## src/rtl/lfp_pkg.sv

```systemverilog
package lfp_pkg;

  localparam logic [7:0]  HDR_BYTE            = 8'h59;
  localparam int unsigned PAYLOAD_LEN         = 5;
  localparam int unsigned CNT_W               = 3;
  localparam logic [CNT_W-1:0] LAST_CNT       = CNT_W'(PAYLOAD_LEN - 1);

  localparam int unsigned CFG_IDX_W           = 2;
  localparam int unsigned CFG_DATA_W          = 16;
  localparam logic [CFG_IDX_W-1:0] CFG_STRENGTH_MIN = 2'd0;
  localparam logic [CFG_IDX_W-1:0] CFG_STRENGTH_MAX = 2'd1;

  localparam logic [15:0] STRENGTH_MIN_RESET  = 16'd20;
  localparam logic [15:0] STRENGTH_MAX_RESET  = 16'd2000;

  typedef enum logic [1:0] {
    HUNT_IDLE    = 2'd0,
    HUNT_FIRST   = 2'd1,
    HUNT_CAPTURE = 2'd2
  } hunt_t;

endpackage

```

## src/rtl/lidar_frame_parser.sv

```systemverilog
// Frame parser for a laser range sensor serial stream. One received byte is
// taken per transfer on the in_ channel, and a new byte can be taken every
// cycle while in_stall is low. The parser hunts for the header pair 0x59
// 0x59 (a non-header byte after the first header returns to hunting and is
// not rechecked), then captures distance low/high, strength low/high and
// the mode byte. The mode byte completes the frame and produces one result
// transfer on the out_ channel; every other byte produces none. A result
// appears once the mode byte has passed the input register and the parse
// logic has loaded the result register. The distance is accepted when
// strength_min < strength < strength_max (cfg index 0 and 1, reset 20 and
// 2000); the last accepted distance is held and reported with every result.
// The input side only stalls while a result waits in the output register
// and the next byte is ready to be parsed. Write the configuration only
// while no bytes are in flight.
module lidar_frame_parser (
  input  logic                          clk,
  input  logic                          rst_n,
  input  logic                          in_valid,
  output logic                          in_stall,
  input  logic [7:0]                    in_rx_byte,
  output logic                          out_valid,
  input  logic                          out_stall,
  output logic [15:0]                   out_frame_distance,
  output logic [15:0]                   out_frame_strength,
  output logic [7:0]                    out_range_mode,
  output logic                          out_accepted,
  output logic [15:0]                   out_held_distance_out,
  input  logic                          cfg_wr_en,
  input  logic [lfp_pkg::CFG_IDX_W-1:0] cfg_index,
  input  logic [lfp_pkg::CFG_DATA_W-1:0] cfg_data
);
  import lfp_pkg::*;

  // configuration
  logic [15:0] strength_min_r;
  logic [15:0] strength_max_r;

  // input register stage
  logic        s1_valid_r;
  logic        s1_valid_nxt;
  logic [7:0]  s1_byte_r;

  // parser state
  hunt_t           hunt_r;
  hunt_t           hunt_nxt;
  logic [CNT_W-1:0] count_r;
  logic [CNT_W-1:0] count_nxt;
  logic [7:0]      payload_r [4];
  logic [15:0]     held_r;
  logic [15:0]     held_nxt;

  // result register
  logic        out_valid_r;
  logic        out_valid_nxt;
  logic [15:0] out_dist_r;
  logic [15:0] out_str_r;
  logic [7:0]  out_mode_r;
  logic        out_ok_r;
  logic [15:0] out_held_r;

  logic        blocked;
  logic        fire;
  logic        frame_done;
  logic        store_byte;
  logic [15:0] frame_dist;
  logic [15:0] strength;
  logic        ok;

  // A waiting result blocks the parse stage; hold the input register then.
  assign blocked  = out_valid_r && out_stall;
  assign fire     = s1_valid_r && !blocked;
  assign in_stall = s1_valid_r && blocked;

  assign frame_dist = {payload_r[1], payload_r[0]};
  assign strength   = {payload_r[3], payload_r[2]};
  assign ok         = (strength > strength_min_r) && (strength < strength_max_r);

  // Next-state logic of the header hunt and payload capture.
  always_comb begin
    hunt_nxt   = hunt_r;
    count_nxt  = count_r;
    held_nxt   = held_r;
    frame_done = 1'b0;
    store_byte = 1'b0;
    if (fire) begin
      case (hunt_r)
        HUNT_CAPTURE: begin
          if (count_r >= LAST_CNT) begin
            // mode byte: close the frame
            frame_done = 1'b1;
            hunt_nxt   = HUNT_IDLE;
            count_nxt  = '0;
            if (ok) begin
              held_nxt = frame_dist;
            end
          end else begin
            store_byte = 1'b1;
            count_nxt  = count_r + 1'b1;
          end
        end
        HUNT_FIRST: begin
          if (s1_byte_r == HDR_BYTE) begin
            hunt_nxt  = HUNT_CAPTURE;
            count_nxt = '0;
          end else begin
            // drop back without rechecking this byte
            hunt_nxt = HUNT_IDLE;
          end
        end
        default: begin
          hunt_nxt = (s1_byte_r == HDR_BYTE) ? HUNT_FIRST : HUNT_IDLE;
        end
      endcase
    end
  end

  always_comb begin
    s1_valid_nxt = s1_valid_r;
    if (!in_stall) begin
      s1_valid_nxt = in_valid;
    end
    out_valid_nxt = out_valid_r && out_stall;
    if (frame_done) begin
      out_valid_nxt = 1'b1;
    end
  end

  // control registers
  always_ff @(posedge clk) begin
    if (!rst_n) begin
      strength_min_r <= STRENGTH_MIN_RESET;
      strength_max_r <= STRENGTH_MAX_RESET;
      s1_valid_r     <= 1'b0;
      hunt_r         <= HUNT_IDLE;
      count_r        <= '0;
      held_r         <= '0;
      out_valid_r    <= 1'b0;
    end else begin
      if (cfg_wr_en) begin
        case (cfg_index)
          CFG_STRENGTH_MIN: strength_min_r <= cfg_data;
          CFG_STRENGTH_MAX: strength_max_r <= cfg_data;
          default: ;
        endcase
      end
      s1_valid_r  <= s1_valid_nxt;
      hunt_r      <= hunt_nxt;
      count_r     <= count_nxt;
      held_r      <= held_nxt;
      out_valid_r <= out_valid_nxt;
    end
  end

  // payload registers
  always_ff @(posedge clk) begin
    if (!in_stall) begin
      s1_byte_r <= in_rx_byte;
    end
    if (store_byte) begin
      payload_r[count_r[1:0]] <= s1_byte_r;
    end
    if (frame_done) begin
      out_dist_r <= frame_dist;
      out_str_r  <= strength;
      out_mode_r <= s1_byte_r;
      out_ok_r   <= ok;
      out_held_r <= held_nxt;
    end
  end

  assign out_valid             = out_valid_r;
  assign out_frame_distance    = out_dist_r;
  assign out_frame_strength    = out_str_r;
  assign out_range_mode        = out_mode_r;
  assign out_accepted          = out_ok_r;
  assign out_held_distance_out = out_held_r;

  // Outside a capture the payload counter rests at zero.
  a_count_idle: assert property (@(posedge clk) disable iff (!rst_n)
    (hunt_r != HUNT_CAPTURE) |-> (count_r == '0))
    else $error("payload count nonzero outside capture");

  a_count_range: assert property (@(posedge clk) disable iff (!rst_n)
    count_r <= LAST_CNT)
    else $error("payload count past last byte");

  // An accepted frame must report its own distance as the held one.
  a_held_match: assert property (@(posedge clk) disable iff (!rst_n)
    (out_valid && out_accepted) |-> (out_held_distance_out == out_frame_distance))
    else $error("held distance differs from accepted distance");

  // The input side only stalls behind a waiting result.
  a_stall_cause: assert property (@(posedge clk) disable iff (!rst_n)
    in_stall |-> (out_valid && out_stall))
    else $error("input stalled without a waiting result");

  // A new result only follows a parsed byte.
  a_result_src: assert property (@(posedge clk) disable iff (!rst_n)
    (!out_valid || !out_stall) ##1 out_valid |-> $past(fire))
    else $error("result appeared without a parsed byte");

endmodule

```

## config.mk

```make
export PLATFORM = sky130hd
export DESIGN_NAME = lidar_frame_parser
export DESIGN_NICKNAME = d
export VERILOG_FILES = /design/src/rtl/lfp_pkg.sv /design/src/rtl/lidar_frame_parser.sv
export SDC_FILE = /design/constraint.sdc
export NUM_CORES = 1
export LEC_CHECK = 0
export BUFFER_PORTS_ARGS = -buffer_cell sky130_fd_sc_hd__buf_4
export CAP_MARGIN = 20
export CELL_PAD_IN_SITES_DETAIL_PLACEMENT = 1
export CELL_PAD_IN_SITES_GLOBAL_PLACEMENT = 1
export CORE_UTILIZATION = 35
export CTS_BUF_LIST = sky130_fd_sc_hd__clkbuf_16
export CTS_CLUSTER_DIAMETER = 40
export DETAILED_ROUTE_END_ITERATION = 6
export GPL_TIMING_DRIVEN = 0
export PLACE_DENSITY_LB_ADDON = 0.1
export SKIP_LAST_GASP = 1
export SYNTH_ARGS = -nofsm -noshare
export SYNTH_HDL_FRONTEND = slang
export SYNTH_SLANG_ARGS = --single-unit
```

## constraint.sdc

```tcl
create_clock -name clk -period 2.7 [get_ports clk]
set_clock_uncertainty 0.2 [all_clocks]
set_input_delay 0.675 -clock clk [delete_from_list [all_inputs] [get_ports clk]]
set_output_delay 0.675 -clock clk [all_outputs]
set_load 0.02 [all_outputs]
```

After elaboration in Yosys (flattened, before gate mapping)
Memory sizes are Yosys's and may differ from the RTL's.
Cells that the tools add are included.
- bits in registers: 120
- memory bits (writable): 32
- output and inout bits: 59
- word-level logic and storage cells: 55
- memories: 1
- memories (name ; words ; width ; read ports ; clocked after memory_dff ; write ports ; line ; RTL):
    payload_r ; 4 ; 8 ; 4 ; 0 ; 1 ; lidar_frame_parser.sv:48 ; logic [7:0] payload_r [4];
- $add $sub $neg: 1
- order comparisons: 3
- equality and inequality tests: 6
- multiplexer cells: 20
- reduce and logical (&&, ||, !) cells: 11
- operators by type and width (operator ; number):
    $mux W16 ; 4
    $gt A16 B16 Y1 ; 1
    $lt A16 B16 Y1 ; 1
    $mux W1 ; 10
    $eq A8 B7 Y1 const B ; 1
    $mux W3 ; 2
    $pmux W3 S2 ; 1
    $reduce_and A2 Y1 ; 3
    $eq A2 B1 Y1 const B ; 2
    $logic_and A1 B1 Y1 ; 4
    $mux W2 ; 2
    $ne A2 B2 Y1 const B ; 2
    $pmux W2 S2 ; 1
    $add A3 B1 Y3 const B ; 1
    $ge A3 B3 Y1 const B ; 1
    $reduce_and A3 Y1 ; 1
    $eq A2 B2 Y1 const B ; 1
    $logic_not A2 Y1 ; 1
    $reduce_bool A2 Y1 ; 1
    $logic_not A1 Y1 ; 1

Depth between registers and ports, before layout
- word-level depth: 6
- gate-level depth with buffers: 9
- depth with buffers taken out: 8

Worst setup path after synthesis
Ideal clock, no wire load.
- path kind: input -> register
- start point: in out_stall
- end point: reg out_ok_r, in the netlist out_accepted (enable)
- setup time: 0.411 ns
- data arrival time: 2.170 ns
- data required time: 2.089 ns
- slack: -0.081 ns
- stages on the path: 4
- path buffers: 0
- cell sequence: nand2_1 -> and2_1 -> nand3_1 -> inv_1
- word-level cells in the longest chain between the ends: 4
- RTL lines (what ; line ; RTL):
    start: declaration ; lidar_frame_parser.sv:22 ; input logic out_stall,
    $logic_and A1 B1 Y1 ; lidar_frame_parser.sv:70 ; assign blocked = out_valid_r && out_stall;
    $logic_not A1 Y1 ; lidar_frame_parser.sv:71 ; assign fire = s1_valid_r && !blocked;
    $logic_and A1 B1 Y1 ; lidar_frame_parser.sv:71 ;
    $mux W1 ; lidar_frame_parser.sv:85 ; if (fire) begin
    net frame_done ; lidar_frame_parser.sv:63 ; logic frame_done;
    end signal: assignment ; lidar_frame_parser.sv:166 ; out_ok_r <= ok;
    end: declaration ; lidar_frame_parser.sv:58 ; logic out_ok_r;
The timed path passes the listed nets, and every way through them passes these cells.
A chain may end at the register's enable or synchronous reset.

==> impl_results.md <==
- 1st-iter DRT viols: 137
- Violated checks: setup timing
- Num ports: 90
- Critical Path Start: payload_r[3][3]
- GP Congestion: 0.759
- Via count: 4056
- Crit path max fanout: 3
- Avg Inst Size Synth: 12.6 sq um
- Ys flop type: edfxtp_1
- Post-synth EDFFs: 97
- IO buf count: 88
- H-tree depth: 4
- Normalized max-slew margin: 0.540
- Die width: 134 microns
- Worst Hold Slack: 0.220 ns
- Layout cells sized above 1: 0.278
- RSZ-0062 raised after global routing: true
- Largest net degree at the start of global routing: 30
- Syn Nets: 553
- Pre-CTS WS: -0.439 ns
- Design area: 0.00803 sq mm
- Total negative slack: -2.25 ns
- Non-Filler Instances: 857
- Flops & latches, synth: 152
- WL final: 15200 microns
- ANT nets after route: 0
- Clock root buffer: clkbuf_16
- Number of buffers created by CTS: 17
- Initial Utilization: 0.357
- Crit share post-route: 1.06
- Area Growth Syn to Fin: 30.9%
- Final hold viol count: 0
- # nets final: 687
- Warnings, synthesis: 0
- Req. time, crit path: 2.67 ns
- Fmax achieved: 0.348 GHz
- Die span in y: 134 microns
- Router iterations before antenna repair: 4
- Seq/Total Area, Yosys: 0.655
- Element type at the critical path start: flip-flop
- CP Class: reg -> reg
- Cts hold-fix bufs: 0
- Gr usage total: 0.177
- DIE AREA: 0.0181 sq mm
- Reg2reg start: payload_r[3][3]
- Rows: 48
- Hold Path Class: in -> reg
- Clk_lat worst skew: 0.43 ns
- Reg clk slew, reported paths: 0.07 ns
- Max-cap violations: 0
- Global-route wire length before repair: 23400 microns
- FFs w/ async S/R, synth: 0
- Placed Area: 0.00711 sq mm
- Mapped cell area: 0.00613 sq mm
- Status: finished with violations
- Fin crit period: 2.87 ns
- Total power after layout: 4.81 mW
- Fill cells: 1831
- CTS tree: built
- Worst-Margin Slew: 0.688 ns
- Setup violators final: 24
- Critical path arrival: 2.84 ns
- Drt wl/cell: 17.7 microns
- Distinct cell type count after synthesis: 37
- Clk sinks: 152
- Clock buffer depth: 2
- Vias in the first global route: 4314
- Antenna Cells: 0
- Dpl cells: 800
- DRC violations left: 0
- Hold path startpoint: in_rx_byte[6]
- GR Overflow Total: 0
- Worst VDD drop: 0.000519 V
- Antenna violations before repair: 0
- Lkg Pwr: 3.09 nW
- Pins Over Slew Limit: 0
- Final worst slack: -0.170 ns
- DR vias/cell: 4.73
- Detail Placement HPWL: 10800 microns
- Power Density: 600 mW/mm^2
- CP endpoint kind: flip-flop
- Core area: 0.0172 sq mm
- Mapped Cells: 485
- Post-layout util: 0.467
[timing repair]
item                       CTS  global route
cloned                       1             1
buffers inserted            14            10
gates resized for setup     19            24
pin swaps                    6             7
setup endpoints to repair   32            32
[logic make-up (layout without fill, tap and decap cells)]
logic type | Yosys count | in the layout | share of synthesized area
buffers and inverters | 58 | 205 | 0.0373
adder cells (fa/ha/maj) | 37 | 37 | 0.0755
flip-flops | 152 | 152 | 0.655
AO/OA/AOI/OAI | 64 | 64 | 0.0730
multiplexers | 34 | 34 | 0.0588
AND/OR/NAND/NOR | 140 | 140 | 0.101
[critical path, stage by stage, from the launching register on]
cell,delay [ns]
edfxtp_1,0.43
ha_1,0.34
nand4_1,0.17
buf_4,0.14
nor2_1,0.03
a221o_1,0.37
a211oi_4,0.26
nor3_4,0.10
buf_6,0.14
buf_4,0.14
mux2_4,0.30
[final cells by class]
type                    instances  area (sq um)  share of cell area
clock buffers                  17           425              0.0530
flip-flops and latches        152          4010               0.500
clock inverters                15           104              0.0129
well taps                     225           282              0.0351
repair buffers                116           930               0.116
multi-input cells             275          2030               0.253
inverters                      42           161              0.0201
plain buffers                  15          78.8             0.00982
[synth_stat cells (all sizes together) (2+ instances only)]
library cell	instances	area, sq um
a211oi	5	37.5
dfxtp	55	1100
o211ai	9	67.6
nor3	3	26.3
nor2b	2	12.5
o21ai	6	30.0
clkbuf	13	48.8
edfxtp	97	2910
a32oi	2	17.5
inv	42	158
a21boi	26	195
buf	3	22.5
ha	37	463
mux2i	18	180
nor2	11	41.3
a21oi	10	50.1
nand2	100	375
and2	6	37.5
nand3	5	25.0
nand4	4	25.0
mux2	16	180
nand4bb	2	22.5
[registers in the layout, indices dropped and copies added, names as in the netlist]
name / flops
out_valid: 1
s1_byte_r: 8
s1_valid_r: 1
out_frame_strength: 16
held_r: 16
out_held_distance_out: 16
strength_min_r: 16
strength_max_r: 16
out_frame_distance: 16
payload_r: 32
out_accepted: 1
out_range_mode: 8
hunt_r: 2
count_r: 3
[metal layers]
metal  track usage  routed length [microns]  vias to the layer above
met2         0.302                     7370                       85
li1              -                        -                     1968
met4        0.0618                      209                        0
met3        0.0355                      506                       18
met5             0                        0                        -
met1         0.224                     7080                     1985
[where the power goes]
part	total [mW]	leakage, nW	internal [mW]	switching (mW)
Combinational	0.161	1.45	0.0710	0.0905
Sequential	2.51	1.37	2.48	0.0249
Clock	2.15	0.268	1.18	0.970
Total	4.81	3.09	3.73	1.09
[layout by cell type (no fill, tap or decap), types with 2 or more instances in the layout]
master | netlist | routed
a211oi_1 | 5 | 3
a21boi_0 | 26 | 26
a21oi_1 | 10 | 8
a21oi_2 | 0 | 2
a32oi_1 | 2 | 2
and2_1 | 6 | 6
buf_12 | 0 | 2
buf_4 | 3 | 108
buf_6 | 0 | 3
buf_8 | 0 | 3
clkbuf_1 | 13 | 13
clkbuf_16 | 0 | 18
clkinv_2 | 0 | 5
clkinv_4 | 0 | 3
clkinvlp_4 | 0 | 2
dfxtp_1 | 55 | 55
edfxtp_1 | 97 | 97
ha_1 | 37 | 35
ha_4 | 0 | 2
inv_1 | 42 | 42
inv_6 | 0 | 3
mux2_4 | 0 | 16
mux2i_1 | 18 | 16
nand2_1 | 100 | 100
nand3_1 | 5 | 5
nand4_1 | 4 | 4
nand4bb_1 | 2 | 2
nor2_1 | 11 | 11
nor2b_1 | 2 | 2
nor3_1 | 2 | 2
o211ai_1 | 9 | 9
o21ai_0 | 6 | 5
[final timing paths]
check                              end  slack, ns  cells after the start
max          out_held_distance_out[15]      -0.17                     10
min reg2reg                  held_r[3]       0.26                      2
min                       s1_byte_r[6]       0.22                      1
max reg2reg  out_held_distance_out[15]      -0.17                     10
No activity file was read; power rests on OpenSTA's default activity.
